--- config.mk ---
export PLATFORM = sky130hd
export DESIGN_NAME = midi_stream_parser_sysex_params_core_flat
export DESIGN_NICKNAME = d
export VERILOG_FILES = /design/src/rtl/core/msp_pkg.sv /design/src/rtl/core/msp_if.sv /design/src/rtl/core/midi_stream_parser_sysex_params_core.sv /design/src/rtl/core/msp_csr_regs.sv /design/src/rtl/core/msp_parse.sv /design/src/flat_wrapper.sv
export SDC_FILE = /design/constraint.sdc
export NUM_CORES = 1
export LEC_CHECK = 0
export BUFFER_PORTS_ARGS = -buffer_cell sky130_fd_sc_hd__clkbuf_2
export CORE_MARGIN = 3
export CORE_UTILIZATION = 42
export DETAILED_ROUTE_END_ITERATION = 16
export GPL_TIMING_DRIVEN = 1
export SETUP_SLACK_MARGIN = 0.5
export SYNTH_ARGS = -nofsm -noshare
export SYNTH_HDL_FRONTEND = slang
export SYNTH_SLANG_ARGS = --single-unit
export TNS_END_PERCENT = 30
--- constraint.sdc ---
create_clock -name clock -period 4.4 [get_ports clock]
set_input_delay 0.66 -clock clock [delete_from_list [all_inputs] [get_ports clock]]
set_output_delay 0.66 -clock clock [all_outputs]
set_load 0.01 [all_outputs]
--- src/rtl/core/msp_pkg.sv ---
// ----------------------------------------------------------------------------
// msp_pkg
// Shared types and constants of the MIDI stream parser: result kinds, sysex
// phase codes, register indexes, status byte codes and the identifier and result structs.
// ----------------------------------------------------------------------------
package msp_pkg;

   // result kind codes
   typedef enum logic [2:0] {
      KIND_REALTIME = 3'd0,
      KIND_CHANNEL  = 3'd1,
      KIND_PARAM    = 3'd2,
      KIND_COMMIT   = 3'd3,
      KIND_ERROR    = 3'd4
   } msp_kind_type;

   // sysex parsing phases
   typedef enum logic [3:0] {
      PH_NONE   = 4'd0,
      PH_IGNORE = 4'd1,
      PH_ID0    = 4'd2,
      PH_ID1    = 4'd3,
      PH_ID2    = 4'd4,
      PH_PARAMH = 4'd5,
      PH_PARAML = 4'd6,
      PH_VALUEH = 4'd7,
      PH_VALUEL = 4'd8
   } msp_phase_type;

   // configuration register indexes
   localparam logic [1:0] CSR_ID_FIRST  = 2'd0;
   localparam logic [1:0] CSR_ID_SECOND = 2'd1;
   localparam logic [1:0] CSR_ID_THIRD  = 2'd2;

   // system bytes
   localparam logic [7:0] SYS_SYSEX_START = 8'hF0;
   localparam logic [7:0] SYS_MTC_QF      = 8'hF1;
   localparam logic [7:0] SYS_SONG_POS    = 8'hF2;
   localparam logic [7:0] SYS_SONG_SEL    = 8'hF3;
   localparam logic [7:0] SYS_SYSEX_END   = 8'hF7;
   localparam logic [7:0] RT_CLOCK        = 8'hF8;
   localparam logic [7:0] RT_START        = 8'hFA;
   localparam logic [7:0] RT_CONTINUE     = 8'hFB;
   localparam logic [7:0] RT_STOP         = 8'hFC;

   // channel message high nibbles
   localparam logic [3:0] NIB_NOTE_OFF  = 4'h8;
   localparam logic [3:0] NIB_NOTE_ON   = 4'h9;
   localparam logic [3:0] NIB_CTRL      = 4'hB;
   localparam logic [3:0] NIB_PROGRAM   = 4'hC;
   localparam logic [3:0] NIB_PRESSURE  = 4'hD;
   localparam logic [3:0] NIB_BEND      = 4'hE;
   localparam logic [3:0] NIB_SYSTEM    = 4'hF;

   // sysex identifier configuration
   typedef struct packed {
      logic [6:0] first;
      logic [6:0] second;
      logic [6:0] third;
   } msp_id_type;

   // one result transaction
   typedef struct packed {
      msp_kind_type kind;
      logic [7:0]   status_byte;
      logic [6:0]   data_first;
      logic [6:0]   data_second;
      logic [6:0]   param_high;
      logic [6:0]   param_low;
      logic [6:0]   value_high;
      logic [6:0]   value_low;
   } msp_result_type;

endpackage

--- src/rtl/core/msp_if.sv ---
// ----------------------------------------------------------------------------
// msp channel interfaces
// Valid/ready channels of the MIDI stream parser: input byte, result and
// configuration write.
// ----------------------------------------------------------------------------

// input byte channel
interface msp_req_if;
   logic       valid;
   logic       ready;
   logic [7:0] byte_in;

   modport source (output valid, output byte_in, input ready);
   modport sink (input valid, input byte_in, output ready);
endinterface

// result channel
interface msp_rsp_if;
   logic       valid;
   logic       ready;
   logic [2:0] kind;
   logic [7:0] status_byte;
   logic [6:0] data_first;
   logic [6:0] data_second;
   logic [6:0] param_high;
   logic [6:0] param_low;
   logic [6:0] value_high;
   logic [6:0] value_low;

   modport source (output valid, output kind, output status_byte, output data_first,
                   output data_second, output param_high, output param_low,
                   output value_high, output value_low, input ready);
   modport sink (input valid, input kind, input status_byte, input data_first,
                 input data_second, input param_high, input param_low,
                 input value_high, input value_low, output ready);
endinterface

// configuration write channel
interface msp_csr_if;
   logic       valid;
   logic       ready;
   logic [1:0] index;
   logic [6:0] data;

   modport source (output valid, output index, output data, input ready);
   modport sink (input valid, input index, input data, output ready);
endinterface

--- src/rtl/core/midi_stream_parser_sysex_params_core.sv ---
// ----------------------------------------------------------------------------
// midi_stream_parser_sysex_params_core
// MIDI byte stream parser with running status and sysex parameter loading.
// ----------------------------------------------------------------------------
// Usage:
//   req_chan carries one received MIDI byte per transaction. rsp_chan carries
//   zero or one result per byte: realtime clock codes, completed channel
//   messages but program change, sysex parameter writes, sysex commit and error.
//   csr_chan writes the three sysex identifier bytes (index 0, 1, 2); other
//   indexes are dropped. Write these only while no byte is in flight.
// Path: a byte is loaded into the input register on its accepting edge, and
//   its result is loaded into the result register when the parser step
//   takes that byte.
// Throughput: one byte per cycle while rsp_chan does not stall; the input
//   register and the result register each hold one transaction.
// Reset: clears running status, counts, data bytes, sysex phase, held sysex
//   bytes and the identifier registers; both channels come up empty.
// Stall: while a result waits on rsp_chan, one more byte is taken into the
//   input register; after that req_chan.ready stays low until the result
//   is taken, and bytes without a result drain only once the slot frees.
// ----------------------------------------------------------------------------
module midi_stream_parser_sysex_params_core
   import msp_pkg::*;
(
   input  logic       clock,
   input  logic       reset,
   msp_req_if.sink    req_chan,
   msp_rsp_if.source  rsp_chan,
   msp_csr_if.sink    csr_chan
);

   msp_id_type sysex_id;

   // identifier registers
   msp_csr_regs u_csr (
      .clock    (clock),
      .reset    (reset),
      .csr_chan (csr_chan),
      .sysex_id (sysex_id)
   );

   // parser datapath
   msp_parse u_parse (
      .clock    (clock),
      .reset    (reset),
      .sysex_id (sysex_id),
      .req_chan (req_chan),
      .rsp_chan (rsp_chan)
   );

endmodule

--- src/rtl/core/msp_csr_regs.sv ---
// ----------------------------------------------------------------------------
// msp_csr_regs
// Sysex identifier registers, written through the configuration channel.
// ----------------------------------------------------------------------------
module msp_csr_regs
   import msp_pkg::*;
(
   input  logic         clock,
   input  logic         reset,
   msp_csr_if.sink      csr_chan,
   output msp_id_type   sysex_id
);

   msp_id_type id_ff;
   msp_id_type id_in;
   logic       wr_fire;

   // writes are always taken
   assign csr_chan.ready = 1'b1;
   assign wr_fire        = csr_chan.valid;

   // register decode, indexes past the list are dropped
   always_comb begin
      id_in = id_ff;
      if (wr_fire) begin
         case (csr_chan.index)
            CSR_ID_FIRST:  id_in.first  = csr_chan.data;
            CSR_ID_SECOND: id_in.second = csr_chan.data;
            CSR_ID_THIRD:  id_in.third  = csr_chan.data;
            default:       id_in = id_ff;
         endcase
      end
   end

   always_ff @(posedge clock) begin
      if (reset) begin
         id_ff <= '0;
      end else begin
         id_ff <= id_in;
      end
   end

   assign sysex_id = id_ff;

endmodule

--- src/rtl/core/msp_parse.sv ---
// ----------------------------------------------------------------------------
// msp_parse
// Input byte register, parser state with running status and sysex phase,
// and the result register toward the result channel.
// ----------------------------------------------------------------------------
module msp_parse
   import msp_pkg::*;
(
   input  logic         clock,
   input  logic         reset,
   input  msp_id_type   sysex_id,
   msp_req_if.sink      req_chan,
   msp_rsp_if.source    rsp_chan
);

   // input stage
   logic           in_valid_ff, in_valid_in;
   logic [7:0]     byte_ff, byte_in_nxt;

   // parser state
   logic [7:0]     running_status_ff, running_status_in;
   logic [1:0]     needed_count_ff, needed_count_in;
   logic [1:0]     received_count_ff, received_count_in;
   logic [6:0]     data0_ff, data0_in;
   logic [6:0]     data1_ff, data1_in;
   msp_phase_type  phase_ff, phase_in;
   logic [6:0]     held_ph_ff, held_ph_in;
   logic [6:0]     held_pl_ff, held_pl_in;
   logic [6:0]     held_vh_ff, held_vh_in;

   // result stage
   logic           out_valid_ff, out_valid_in;
   msp_result_type out_ff, out_in;

   logic           req_fire;
   logic           take;
   logic           res_valid;
   msp_result_type res;
   logic [1:0]     cnt_next;
   logic [3:0]     nib;

   // handshake: process the held byte when the result slot is free or draining
   assign take           = in_valid_ff && (!out_valid_ff || rsp_chan.ready);
   assign req_chan.ready = !in_valid_ff || take;
   assign req_fire       = req_chan.valid && req_chan.ready;

   // input register next value
   always_comb begin
      in_valid_in = in_valid_ff;
      byte_in_nxt = byte_ff;
      if (req_fire) begin
         in_valid_in = 1'b1;
         byte_in_nxt = req_chan.byte_in;
      end else if (take) begin
         in_valid_in = 1'b0;
      end
   end

   assign cnt_next = received_count_ff + 2'd1;
   assign nib      = running_status_ff[7:4];

   // parser step on the held byte
   always_comb begin
      running_status_in = running_status_ff;
      needed_count_in   = needed_count_ff;
      received_count_in = received_count_ff;
      data0_in          = data0_ff;
      data1_in          = data1_ff;
      phase_in          = phase_ff;
      held_ph_in        = held_ph_ff;
      held_pl_in        = held_pl_ff;
      held_vh_in        = held_vh_ff;
      res               = '0;
      res_valid         = 1'b0;
      if (take) begin
         if (byte_ff[7:4] == NIB_SYSTEM) begin
            // system bytes
            case (byte_ff)
               RT_CLOCK, RT_START, RT_CONTINUE, RT_STOP: begin
                  res_valid       = 1'b1;
                  res.kind        = KIND_REALTIME;
                  res.status_byte = byte_ff;
               end
               SYS_MTC_QF, SYS_SONG_POS, SYS_SONG_SEL: begin
                  received_count_in = 2'd0;
                  running_status_in = byte_ff;
                  needed_count_in   = (byte_ff == SYS_SONG_POS) ? 2'd2 : 2'd1;
               end
               SYS_SYSEX_START: begin
                  phase_in = PH_ID0;
               end
               SYS_SYSEX_END: begin
                  phase_in = PH_NONE;
                  if (phase_ff == PH_PARAMH) begin
                     res_valid = 1'b1;
                     res.kind  = KIND_COMMIT;
                  end else if (phase_ff != PH_NONE && phase_ff != PH_IGNORE) begin
                     res_valid = 1'b1;
                     res.kind  = KIND_ERROR;
                  end
               end
               default: begin
                  res_valid = 1'b0;
               end
            endcase
         end else if (byte_ff[7]) begin
            // channel status byte, also ends sysex
            phase_in          = PH_NONE;
            received_count_in = 2'd0;
            running_status_in = byte_ff;
            needed_count_in   = (byte_ff[7:4] == NIB_PROGRAM ||
                                 byte_ff[7:4] == NIB_PRESSURE) ? 2'd1 : 2'd2;
         end else begin
            // data byte
            case (phase_ff)
               PH_ID0: phase_in = (byte_ff[6:0] == sysex_id.first)  ? PH_ID1 : PH_IGNORE;
               PH_ID1: phase_in = (byte_ff[6:0] == sysex_id.second) ? PH_ID2 : PH_IGNORE;
               PH_ID2: phase_in = (byte_ff[6:0] == sysex_id.third) ? PH_PARAMH : PH_IGNORE;
               PH_PARAMH: begin
                  held_ph_in = byte_ff[6:0];
                  phase_in   = PH_PARAML;
               end
               PH_PARAML: begin
                  held_pl_in = byte_ff[6:0];
                  phase_in   = PH_VALUEH;
               end
               PH_VALUEH: begin
                  held_vh_in = byte_ff[6:0];
                  phase_in   = PH_VALUEL;
               end
               PH_VALUEL: begin
                  phase_in       = PH_PARAMH;
                  res_valid      = 1'b1;
                  res.kind       = KIND_PARAM;
                  res.param_high = held_ph_ff;
                  res.param_low  = held_pl_ff;
                  res.value_high = held_vh_ff;
                  res.value_low  = byte_ff[6:0];
               end
               PH_NONE: begin
                  if (running_status_ff != 8'd0) begin
                     if (received_count_ff[0]) begin
                        data1_in = byte_ff[6:0];
                     end else begin
                        data0_in = byte_ff[6:0];
                     end
                     if (cnt_next < needed_count_ff) begin
                        received_count_in = cnt_next;
                     end else begin
                        received_count_in = 2'd0;
                        if (nib == NIB_NOTE_OFF || nib == NIB_NOTE_ON || nib == NIB_BEND ||
                            nib == NIB_CTRL || nib == NIB_PRESSURE) begin
                           res_valid       = 1'b1;
                           res.kind        = KIND_CHANNEL;
                           res.status_byte = running_status_ff;
                           res.data_first  = data0_in;
                           res.data_second = data1_in;
                        end
                     end
                  end
               end
               default: begin
                  res_valid = 1'b0;
               end
            endcase
         end
      end
   end

   // result register next value
   always_comb begin
      out_in = out_ff;
      if (take) begin
         out_valid_in = res_valid;
         if (res_valid) begin
            out_in = res;
         end
      end else begin
         out_valid_in = out_valid_ff && !rsp_chan.ready;
      end
   end

   // control and parser state
   always_ff @(posedge clock) begin
      if (reset) begin
         in_valid_ff       <= 1'b0;
         out_valid_ff      <= 1'b0;
         running_status_ff <= 8'd0;
         needed_count_ff   <= 2'd0;
         received_count_ff <= 2'd0;
         data0_ff          <= 7'd0;
         data1_ff          <= 7'd0;
         phase_ff          <= PH_NONE;
         held_ph_ff        <= 7'd0;
         held_pl_ff        <= 7'd0;
         held_vh_ff        <= 7'd0;
      end else begin
         in_valid_ff       <= in_valid_in;
         out_valid_ff      <= out_valid_in;
         running_status_ff <= running_status_in;
         needed_count_ff   <= needed_count_in;
         received_count_ff <= received_count_in;
         data0_ff          <= data0_in;
         data1_ff          <= data1_in;
         phase_ff          <= phase_in;
         held_ph_ff        <= held_ph_in;
         held_pl_ff        <= held_pl_in;
         held_vh_ff        <= held_vh_in;
      end
   end

   // payload registers
   always_ff @(posedge clock) begin
      byte_ff <= byte_in_nxt;
      out_ff  <= out_in;
   end

   // result channel
   assign rsp_chan.valid       = out_valid_ff;
   assign rsp_chan.kind        = out_ff.kind;
   assign rsp_chan.status_byte = out_ff.status_byte;
   assign rsp_chan.data_first  = out_ff.data_first;
   assign rsp_chan.data_second = out_ff.data_second;
   assign rsp_chan.param_high  = out_ff.param_high;
   assign rsp_chan.param_low   = out_ff.param_low;
   assign rsp_chan.value_high  = out_ff.value_high;
   assign rsp_chan.value_low   = out_ff.value_low;

   // byte count stays below the needed count, or is zero
   a_count_bound: assert property (@(posedge clock) disable iff (reset)
      (received_count_ff < needed_count_ff) || (received_count_ff == 2'd0))
      else $error("received count out of range");

   // running status is either empty or a status byte
   a_status_form: assert property (@(posedge clock) disable iff (reset)
      (running_status_ff == 8'd0) || running_status_ff[7])
      else $error("running status holds a data byte");

   // a parameter write returns the sysex phase to parameter high
   a_param_phase: assert property (@(posedge clock) disable iff (reset)
      (take && res_valid && res.kind == KIND_PARAM) |=> (phase_ff == PH_PARAMH))
      else $error("phase not rewound after parameter write");

   // sysex end results leave the block outside sysex
   a_end_phase: assert property (@(posedge clock) disable iff (reset)
      (take && res_valid && (res.kind == KIND_COMMIT || res.kind == KIND_ERROR))
      |=> (phase_ff == PH_NONE))
      else $error("phase not cleared at sysex end");

   // a held result is never overwritten while stalled
   a_no_overwrite: assert property (@(posedge clock) disable iff (reset)
      (out_valid_ff && !rsp_chan.ready) |-> !take)
      else $error("result slot overwritten under stall");

endmodule

--- src/flat_wrapper.sv ---
// flat-port wrapper written by rule: the top's interface ports become plain ports
module midi_stream_parser_sysex_params_core_flat import msp_pkg::*;
  (clock, reset, req_chan_valid, req_chan_byte_in, req_chan_ready, rsp_chan_valid, rsp_chan_kind, rsp_chan_status_byte, rsp_chan_data_first, rsp_chan_data_second, rsp_chan_param_high, rsp_chan_param_low, rsp_chan_value_high, rsp_chan_value_low, rsp_chan_ready, csr_chan_valid, csr_chan_index, csr_chan_data, csr_chan_ready);
  msp_req_if req_chan_i ();
  msp_rsp_if rsp_chan_i ();
  msp_csr_if csr_chan_i ();
  input  logic clock;
  input  logic reset;
  input wire logic [$bits(req_chan_i.valid)-1:0] req_chan_valid;
  input wire logic [$bits(req_chan_i.byte_in)-1:0] req_chan_byte_in;
  output wire logic [$bits(req_chan_i.ready)-1:0] req_chan_ready;
  output wire logic [$bits(rsp_chan_i.valid)-1:0] rsp_chan_valid;
  output wire logic [$bits(rsp_chan_i.kind)-1:0] rsp_chan_kind;
  output wire logic [$bits(rsp_chan_i.status_byte)-1:0] rsp_chan_status_byte;
  output wire logic [$bits(rsp_chan_i.data_first)-1:0] rsp_chan_data_first;
  output wire logic [$bits(rsp_chan_i.data_second)-1:0] rsp_chan_data_second;
  output wire logic [$bits(rsp_chan_i.param_high)-1:0] rsp_chan_param_high;
  output wire logic [$bits(rsp_chan_i.param_low)-1:0] rsp_chan_param_low;
  output wire logic [$bits(rsp_chan_i.value_high)-1:0] rsp_chan_value_high;
  output wire logic [$bits(rsp_chan_i.value_low)-1:0] rsp_chan_value_low;
  input wire logic [$bits(rsp_chan_i.ready)-1:0] rsp_chan_ready;
  input wire logic [$bits(csr_chan_i.valid)-1:0] csr_chan_valid;
  input wire logic [$bits(csr_chan_i.index)-1:0] csr_chan_index;
  input wire logic [$bits(csr_chan_i.data)-1:0] csr_chan_data;
  output wire logic [$bits(csr_chan_i.ready)-1:0] csr_chan_ready;
  assign req_chan_i.valid = req_chan_valid;
  assign req_chan_i.byte_in = req_chan_byte_in;
  assign req_chan_ready = req_chan_i.ready;
  assign rsp_chan_valid = rsp_chan_i.valid;
  assign rsp_chan_kind = rsp_chan_i.kind;
  assign rsp_chan_status_byte = rsp_chan_i.status_byte;
  assign rsp_chan_data_first = rsp_chan_i.data_first;
  assign rsp_chan_data_second = rsp_chan_i.data_second;
  assign rsp_chan_param_high = rsp_chan_i.param_high;
  assign rsp_chan_param_low = rsp_chan_i.param_low;
  assign rsp_chan_value_high = rsp_chan_i.value_high;
  assign rsp_chan_value_low = rsp_chan_i.value_low;
  assign rsp_chan_i.ready = rsp_chan_ready;
  assign csr_chan_i.valid = csr_chan_valid;
  assign csr_chan_i.index = csr_chan_index;
  assign csr_chan_i.data = csr_chan_data;
  assign csr_chan_ready = csr_chan_i.ready;
  midi_stream_parser_sysex_params_core u_core (.clock(clock), .reset(reset), .req_chan(req_chan_i), .rsp_chan(rsp_chan_i), .csr_chan(csr_chan_i));
endmodule
==> out/metrics.cfg, run 1 <==
[drt]
drt-total-wl_um = 11800
vias = 3761
drc = 0
post_drt_wl_per_cell_um = 15.6
ant_nets = 0
vias_per_cell = 4.97
dr.pass1.iters = 7
drt_iter0_markers = 218

[synth]
async_flop_share_pct = 0
synthTopCellsByArea = edfxtp_1, dfxtp_1, mux2i_1
synth_top_area_share_pct = 31.8
yosys.area_share.adder_pct = 0.218
synthMuxAreaShare_pct = 12.4
synth_seq_area_share_pct = 57.6
synthFlopType = dfxtp_1
synth_compound_area_share_pct = 6.07
synthCells = 508
yosys_warnings = 0
yosys.area_share.simple_pct = 16.4
syn_area_per_cell_um2 = 11.3
synth_area_mm2 = 0.00575
synth_top_area_cell = edfxtp_1
syn_nets = 531
synth_edf_count = 61
synth-xor-area-share_pct = 3.65
synth-seq-cells = 135
synth_top_family_by_area = simple AND/OR/NAND/NOR gates
synth_cell_types = 57

[cts]
cts_tree = built
cts.sink_count = 135
numCtsBuffers = 17
clockBufferDepth = 2
clkTransAtPathRegs_ns = 0.06
cts_hold_buffers = 0
clock_latency_ns = 0.42
htreeDepth = 4
cts_resized = 0
cts_root_buffer = clkbuf_16
post_cts_buffers = 0

[critical_path]
setup.worst_path.start_class = flop
end_kind = flop
max_stage_delay_ns = 0.75
worstPathCellList = and4_1 > nand2_1 > a21oi_1 > or2_1 > o31a_2 > buf_4
crit_arrival_ns = 2.91
crit_start = u_core.u_parse.byte_ff[7]
path_max_fanout = 53
regToRegStartpoint = u_core.u_parse.byte_ff[7]
crit_type = reg -> reg
crit_slowest_cell = edfxtp_1
required_ns = 4.45

[global_route]
grt_pass1_wl_um = 18500
overflow = 0
antenna_found_initial = 0
track_usage_pct = 16.2
grt_pass1_vias = 3520
grt_max_degree = 54

[floorplanning]
initial_core_util_pct = 43.3
core_mm2 = 0.0133
num_rows = 42
fp.dieW_um = 123
die_area_mm2 = 0.0151
die_y_um = 123
ioPinCount = 78

[placed_design]
portBuffers = 76
placedCellCount = 724
dpl-instance-area_mm2 = 0.00621
finalWeightedCongestion = 0.783
post-dp-hpwl_um = 8060

[sta]
fin_crit_ns = 2.86
tns_ns = 0
worst_pin_slew_ns = 1.00
slew_headroom_pct = 33.1
fmax_mhz = 349
fin_crit_sh_pct = 65.0
rsz0062_at_grt = false
hold_viol_final = 0
slew_violations = 0
setup_viol = 0
skew_ns = 0.00914

[final_layout]
final_cell_mix = nor2_1, clkbuf_2, dfxtp_1
area_growth_pct = 18.6
seq_area_mm2 = 0.00331
drive_gt1_share_pct = 21.9
final_cell_count_no_fill = 756
final_common_cell = nor2_1
fill_cells = 1188
fin_nets = 590
multi_input_area_mm2 = 0.00223
num_antenna_cells = 0
final_area_mm2 = 0.00682

[worst_hold_path]
min-delay-start = req_chan_byte_in[3]
min_path_type = in -> reg

[power]
ir_worst_vdd_mv = 0.228
powerDensity_mw_per_mm2 = 426
p_leak_nw = 2.62

[job]
maxCapViolCount = 0

[status]
status = finished, final reports clean

==> through the flow <==
step / util, % / hold WS [ns] / power, W / worst slack (ns)
detailed placement: 46.7 / 0.447 / 0.00151 / 1.52
global route: 51.3 / 0.404 / 0.00300 / 1.30
global placement: 46.7 / 0.442 / 0.00150 / 1.58
finish: 51.3 / 0.423 / 0.00290 / 1.54
floorplan: - / 0.432 / 0.00147 / 0.576
CTS: 51.3 / 0.407 / 0.00293 / 1.53
==> logic make-up (layout without fill, tap and decap cells) <==
logic type | Yosys count | in the layout
xor gates and xnor gates | 24 | 24
and+or+nand+nor | 183 | 183
DFF | 135 | 135
buffers and inverters | 47 | 119
AOI/OAI and AO/OA | 46 | 46
other | 1 | 1
muxes | 71 | 71
adders and majority gates | 1 | 1
==> layout make-up <==
class | count | area share [%]
Clock buffer | 24 | 7.83
Multi-Input combinational cell | 326 | 32.7
Sequential cell | 135 | 48.6
Clock inverter | 8 | 1.17
Tap cell | 176 | 3.23
Timing Repair Buffer | 82 | 6.24
Inverter | 5 | 0.275
==> final timing paths <==
path,endpoint,cells past startpoint,slack (ns)
min reg2reg,u_core.u_parse.held_ph_ff[0],2,0.45
min,u_core.u_parse.byte_ff[3],1,0.42
max,u_core.u_parse.rsp_chan.value_high[3],6,1.54
max reg2reg,u_core.u_parse.rsp_chan.value_high[3],6,1.54
==> state kept, by name, summed over array words and instances, names as in the netlist <==
signal,flops
u_core.u_csr.sysex_id,21
u_core.u_parse.byte_ff,8
u_core.u_parse.rsp_chan.status_byte,8
u_core.u_parse.running_status_ff,8
u_core.u_parse.data0_ff,7
u_core.u_parse.data1_ff,7
u_core.u_parse.held_ph_ff,7
u_core.u_parse.held_pl_ff,7
u_core.u_parse.held_vh_ff,7
u_core.u_parse.rsp_chan.data_first,7
u_core.u_parse.rsp_chan.data_second,7
u_core.u_parse.rsp_chan.param_high,7
u_core.u_parse.rsp_chan.param_low,7
u_core.u_parse.rsp_chan.value_high,7
u_core.u_parse.rsp_chan.value_low,7
u_core.u_parse.phase_ff,4
u_core.u_parse.rsp_chan.kind,3
u_core.u_parse.needed_count_ff,2
u_core.u_parse.received_count_ff,2
u_core.u_parse.in_valid_ff,1
u_core.u_parse.rsp_chan.valid,1
==> synth_stat cells (all sizes together) (6+ instances only) <==
| library cell | number |
|---|---|
| clkbuf | 25 |
| buf | 17 |
| xor2 | 11 |
| mux2i | 71 |
| nor2 | 81 |
| and2 | 29 |
| nand2 | 17 |
| edfxtp | 61 |
| o21ai | 10 |
| dfxtp | 74 |
| xnor2 | 13 |
| a21oi | 15 |
| nand3 | 13 |
| nor3 | 6 |
==> where the power goes <==
group | switching (W) | internal, W | total [W]
registers | 0.0000365 | 0.00133 | 0.00136
clock network | 0.000519 | 0.000907 | 0.00143
logic | 0.0000638 | 0.0000514 | 0.000115
==> critical path, delay by kind of cell (launching register included) <==
| family | cells | cell delay [ns] |
|---|---|---|
| AOI/OAI and AO/OA | 2 | 0.51 |
| DFF | 1 | 0.75 |
| buffers and inverters | 1 | 0.51 |
| and+or+nand+nor | 3 | 0.68 |
==> layer usage <==
metal / track usage [%] / part of all wire, %
met5: 0 / 0
met2: 25.6 / 47
met4: 6.37 / 1.8
met3: 4.76 / 5.7
met1: 20.9 / 46
No activity file was read; power rests on OpenSTA's default activity.
==> run 2: changes to the inputs <==
==> constraint.sdc (replaced) <==
create_clock -name clock -period 2.58 [get_ports clock]
set_input_delay 0.387 -clock clock [delete_from_list [all_inputs] [get_ports clock]]
set_output_delay 0.387 -clock clock [all_outputs]
set_load 0.01 [all_outputs]
==> run 2 against run 1 <==
- wire length increased by 4.7%
- fmax increased by 40%
- sequential share of layout area decreased by 1.1 points
- highest routed layer unchanged
- first-iteration DRC count increased by 20%
- largest cell class unchanged
- utilization increased by 1.3 points
- worst hold slack got worse by 0.28 ns
- total power increased by 65%
- setup slack got worse by 1.0 ns
- combinational power increased by 130%
- clock skew increased by 0.0049 ns
==> out/metrics.cfg, run 2 (synthesis gave the netlist of run 1 again) <==
[status]
status = finished, final reports clean  ; unchanged

[final_layout]
area_growth_pct = 21.6  ; was 18.6%
num_antenna_cells = 0  ; unchanged
largest_reg_flops = 21  ; unchanged
final_cell_mix = nor2_1, clkbuf_2, mux2i_1, dfxtp_1, edfxtp_1  ; was nor2_1, clkbuf_2, dfxtp_1
drive_gt1_share_pct = 24.7  ; was 21.9%
fill_cells = 1193  ; was 1188
final_area_mm2 = 0.00699  ; was 0.00682 mm2
fin_nets = 610  ; was 590
final_common_cell = nor2_1  ; unchanged

[critical_path]
crit_slowest_cell = dfxtp_2  ; was edfxtp_1
setup.worst_path.start_class = flop  ; unchanged
path_max_fanout = 18  ; was 53
worstPathCellList = xor2_2 > ha_4 > a21oi_4 > nor3_4 > or2_1 > o31a_4 > clkbuf_16  ; was and4_1 > nand2_1 > a21oi_1 > or2_1 > o31a_2 > buf_4
regToRegStartpoint = u_core.u_parse.received_count_ff[1]  ; was u_core.u_parse.byte_ff[7]
crit_type = reg -> reg  ; unchanged
crit_arrival_ns = 2.21  ; was 2.91 ns
end_kind = flop  ; unchanged
crit_start = u_core.u_parse.received_count_ff[1]  ; was u_core.u_parse.byte_ff[7]
max_stage_delay_ns = 0.36  ; was 0.75 ns
required_ns = 2.75  ; was 4.45 ns

[global_route]
grt_max_degree = 37  ; was 54
track_usage_pct = 17.2  ; was 16.2%
antenna_found_initial = 0  ; unchanged
grt_pass1_vias = 3779  ; was 3520
overflow = 0  ; unchanged
grt_pass1_wl_um = 19500  ; was 18500 um

[sta]
fmax_mhz = 489  ; was 349 MHz
setup_viol = 0  ; unchanged
worst_pin_slew_ns = 0.648  ; was 1.00 ns
slew_violations = 0  ; unchanged
tns_ns = 0  ; unchanged
hold_viol_final = 0  ; unchanged
rsz0062_at_grt = true  ; was false
slew_headroom_pct = 56.6  ; was 33.1%
fin_crit_ns = 2.05  ; was 2.86 ns
fin_crit_sh_pct = 79.3  ; was 65.0%
skew_ns = 0.0141  ; was 0.00914 ns

[placed_design]
finalWeightedCongestion = 0.861  ; was 0.783
dpl-instance-area_mm2 = 0.00636  ; was 0.00621 mm2
portBuffers = 76  ; unchanged
post-dp-hpwl_um = 8400  ; was 8060 um

[cts]
cts_tree = built  ; unchanged
clockBufferDepth = 2  ; unchanged
htreeDepth = 4  ; unchanged
clock_latency_ns = 0.42  ; about the same
cts_hold_buffers = 0  ; unchanged
cts.sink_count = 135  ; unchanged
cts_root_buffer = clkbuf_16  ; unchanged
numCtsBuffers = 17  ; unchanged
clkTransAtPathRegs_ns = 0.05  ; was 0.06 ns

[worst_hold_path]
min_path_type = in -> reg  ; unchanged
min-delay-start = req_chan_byte_in[3]  ; unchanged

[drt]
drt-total-wl_um = 12300  ; was 11800 um
ant_nets = 0  ; unchanged
drt_iter0_markers = 262  ; was 218
drc = 0  ; unchanged
vias_per_cell = 4.98  ; was 4.97
vias = 3867  ; was 3761
dr.pass1.iters = 4  ; was 7
post_drt_wl_per_cell_um = 15.9  ; was 15.6 um

[power]
powerDensity_mw_per_mm2 = 687  ; was 426 mW/mm2
ir_worst_vdd_mv = 0.323  ; was 0.228 mV
p_leak_nw = 2.69  ; was 2.62 nW

[floorplanning]
fp.dieW_um = 123  ; unchanged
num_rows = 42  ; unchanged
core_mm2 = 0.0133  ; unchanged
initial_core_util_pct = 43.3  ; unchanged
die_area_mm2 = 0.0151  ; unchanged
die_y_um = 123  ; unchanged
ioPinCount = 78  ; unchanged

[job]
maxCapViolCount = 0  ; unchanged

## run 2: changes by cell type in the layout (fill, tap and decap cells not counted), moves of 2 or more
cell,before,now
buf_6,0,2
clkinv_4,2,0
dfxtp_1,74,71
dfxtp_2,0,3
buf_4,6,22
clkbuf_1,1,3
clkinv_2,2,5
clkbuf_8,4,0
clkinv_1,0,3
## run 2: metal layers
layer	routed length, um	part of all wire (%)	vias up	GRT usage, %
met5	0	0	-	0
met4	270	2.2	0	7.96
met3	676	5.5	18	4.62
met2	5930	48	91	28.3
met1	5450	44	1840	21.1
li1	-	-	1918	-
## run 2: layout make-up
class / instances / area, um2 / share of cell area, %
multi-input combinational: 326 / 2270 / 32.5
clock buffer: 20 / 437 / 6.25
sequential: 135 / 3320 / 47.4
tap: 176 / 220 / 3.15
clock inverter: 12 / 111 / 1.59
timing repair buffer: 102 / 613 / 8.77
inverter: 5 / 18.8 / 0.268
## run 2: what timing repair did
item	in CTS	in global routing
endpoints found under the setup margin	53	62
gates resized for setup	2	5
setup buffers	1	2
gates cloned	0	1
pin swaps	2	4
## run 2: worst paths after layout
path	endpoint	slack, ns	cells past startpoint
max	u_core.u_parse.rsp_chan.param_low[6]	0.53	7
min	u_core.u_parse.byte_ff[3]	0.15	1
max reg2reg	u_core.u_parse.rsp_chan.param_low[6]	0.53	7
min reg2reg	u_core.u_parse.held_ph_ff[1]	0.45	2
## run 2: report_power, final
| part | leakage (nW) | total [W] | internal [W] | switching (W) |
|---|---|---|---|---|
| sequential | 1.10 | 0.00229 | 0.00226 | 0.0000313 |
| clock | 0.266 | 0.00225 | 0.00140 | 0.000847 |
| combinational | 1.32 | 0.000259 | 0.000107 | 0.000152 |
## run 2: worst max-delay path, delay by kind of cell, from the launching register on
| family | cells | cell delay (ns) |
|---|---|---|
| AO/OA/AOI/OAI | 2 | 0.53 |
| flip-flops | 1 | 0.36 |
| AND/OR/NAND/NOR | 2 | 0.31 |
| adder cells (fa/ha/maj) | 1 | 0.23 |
| buffers and inverters | 1 | 0.20 |
| XOR/XNOR | 1 | 0.18 |
## run 2: stage by stage
step	setup WS [ns]	std cells	hold WS [ns]	power, W	util [%]
4_1_cts	0.489	773	0.128	0.00485	52.1
6_report	0.533	776	0.147	0.00480	52.6
2_1_floorplan	0.205	508	0.432	0.00250	-
5_1_grt	0.454	776	0.128	0.00498	52.6
3_5_place_dp	0.366	740	0.444	0.00259	47.8
3_3_place_gp	0.391	740	0.442	0.00259	47.8
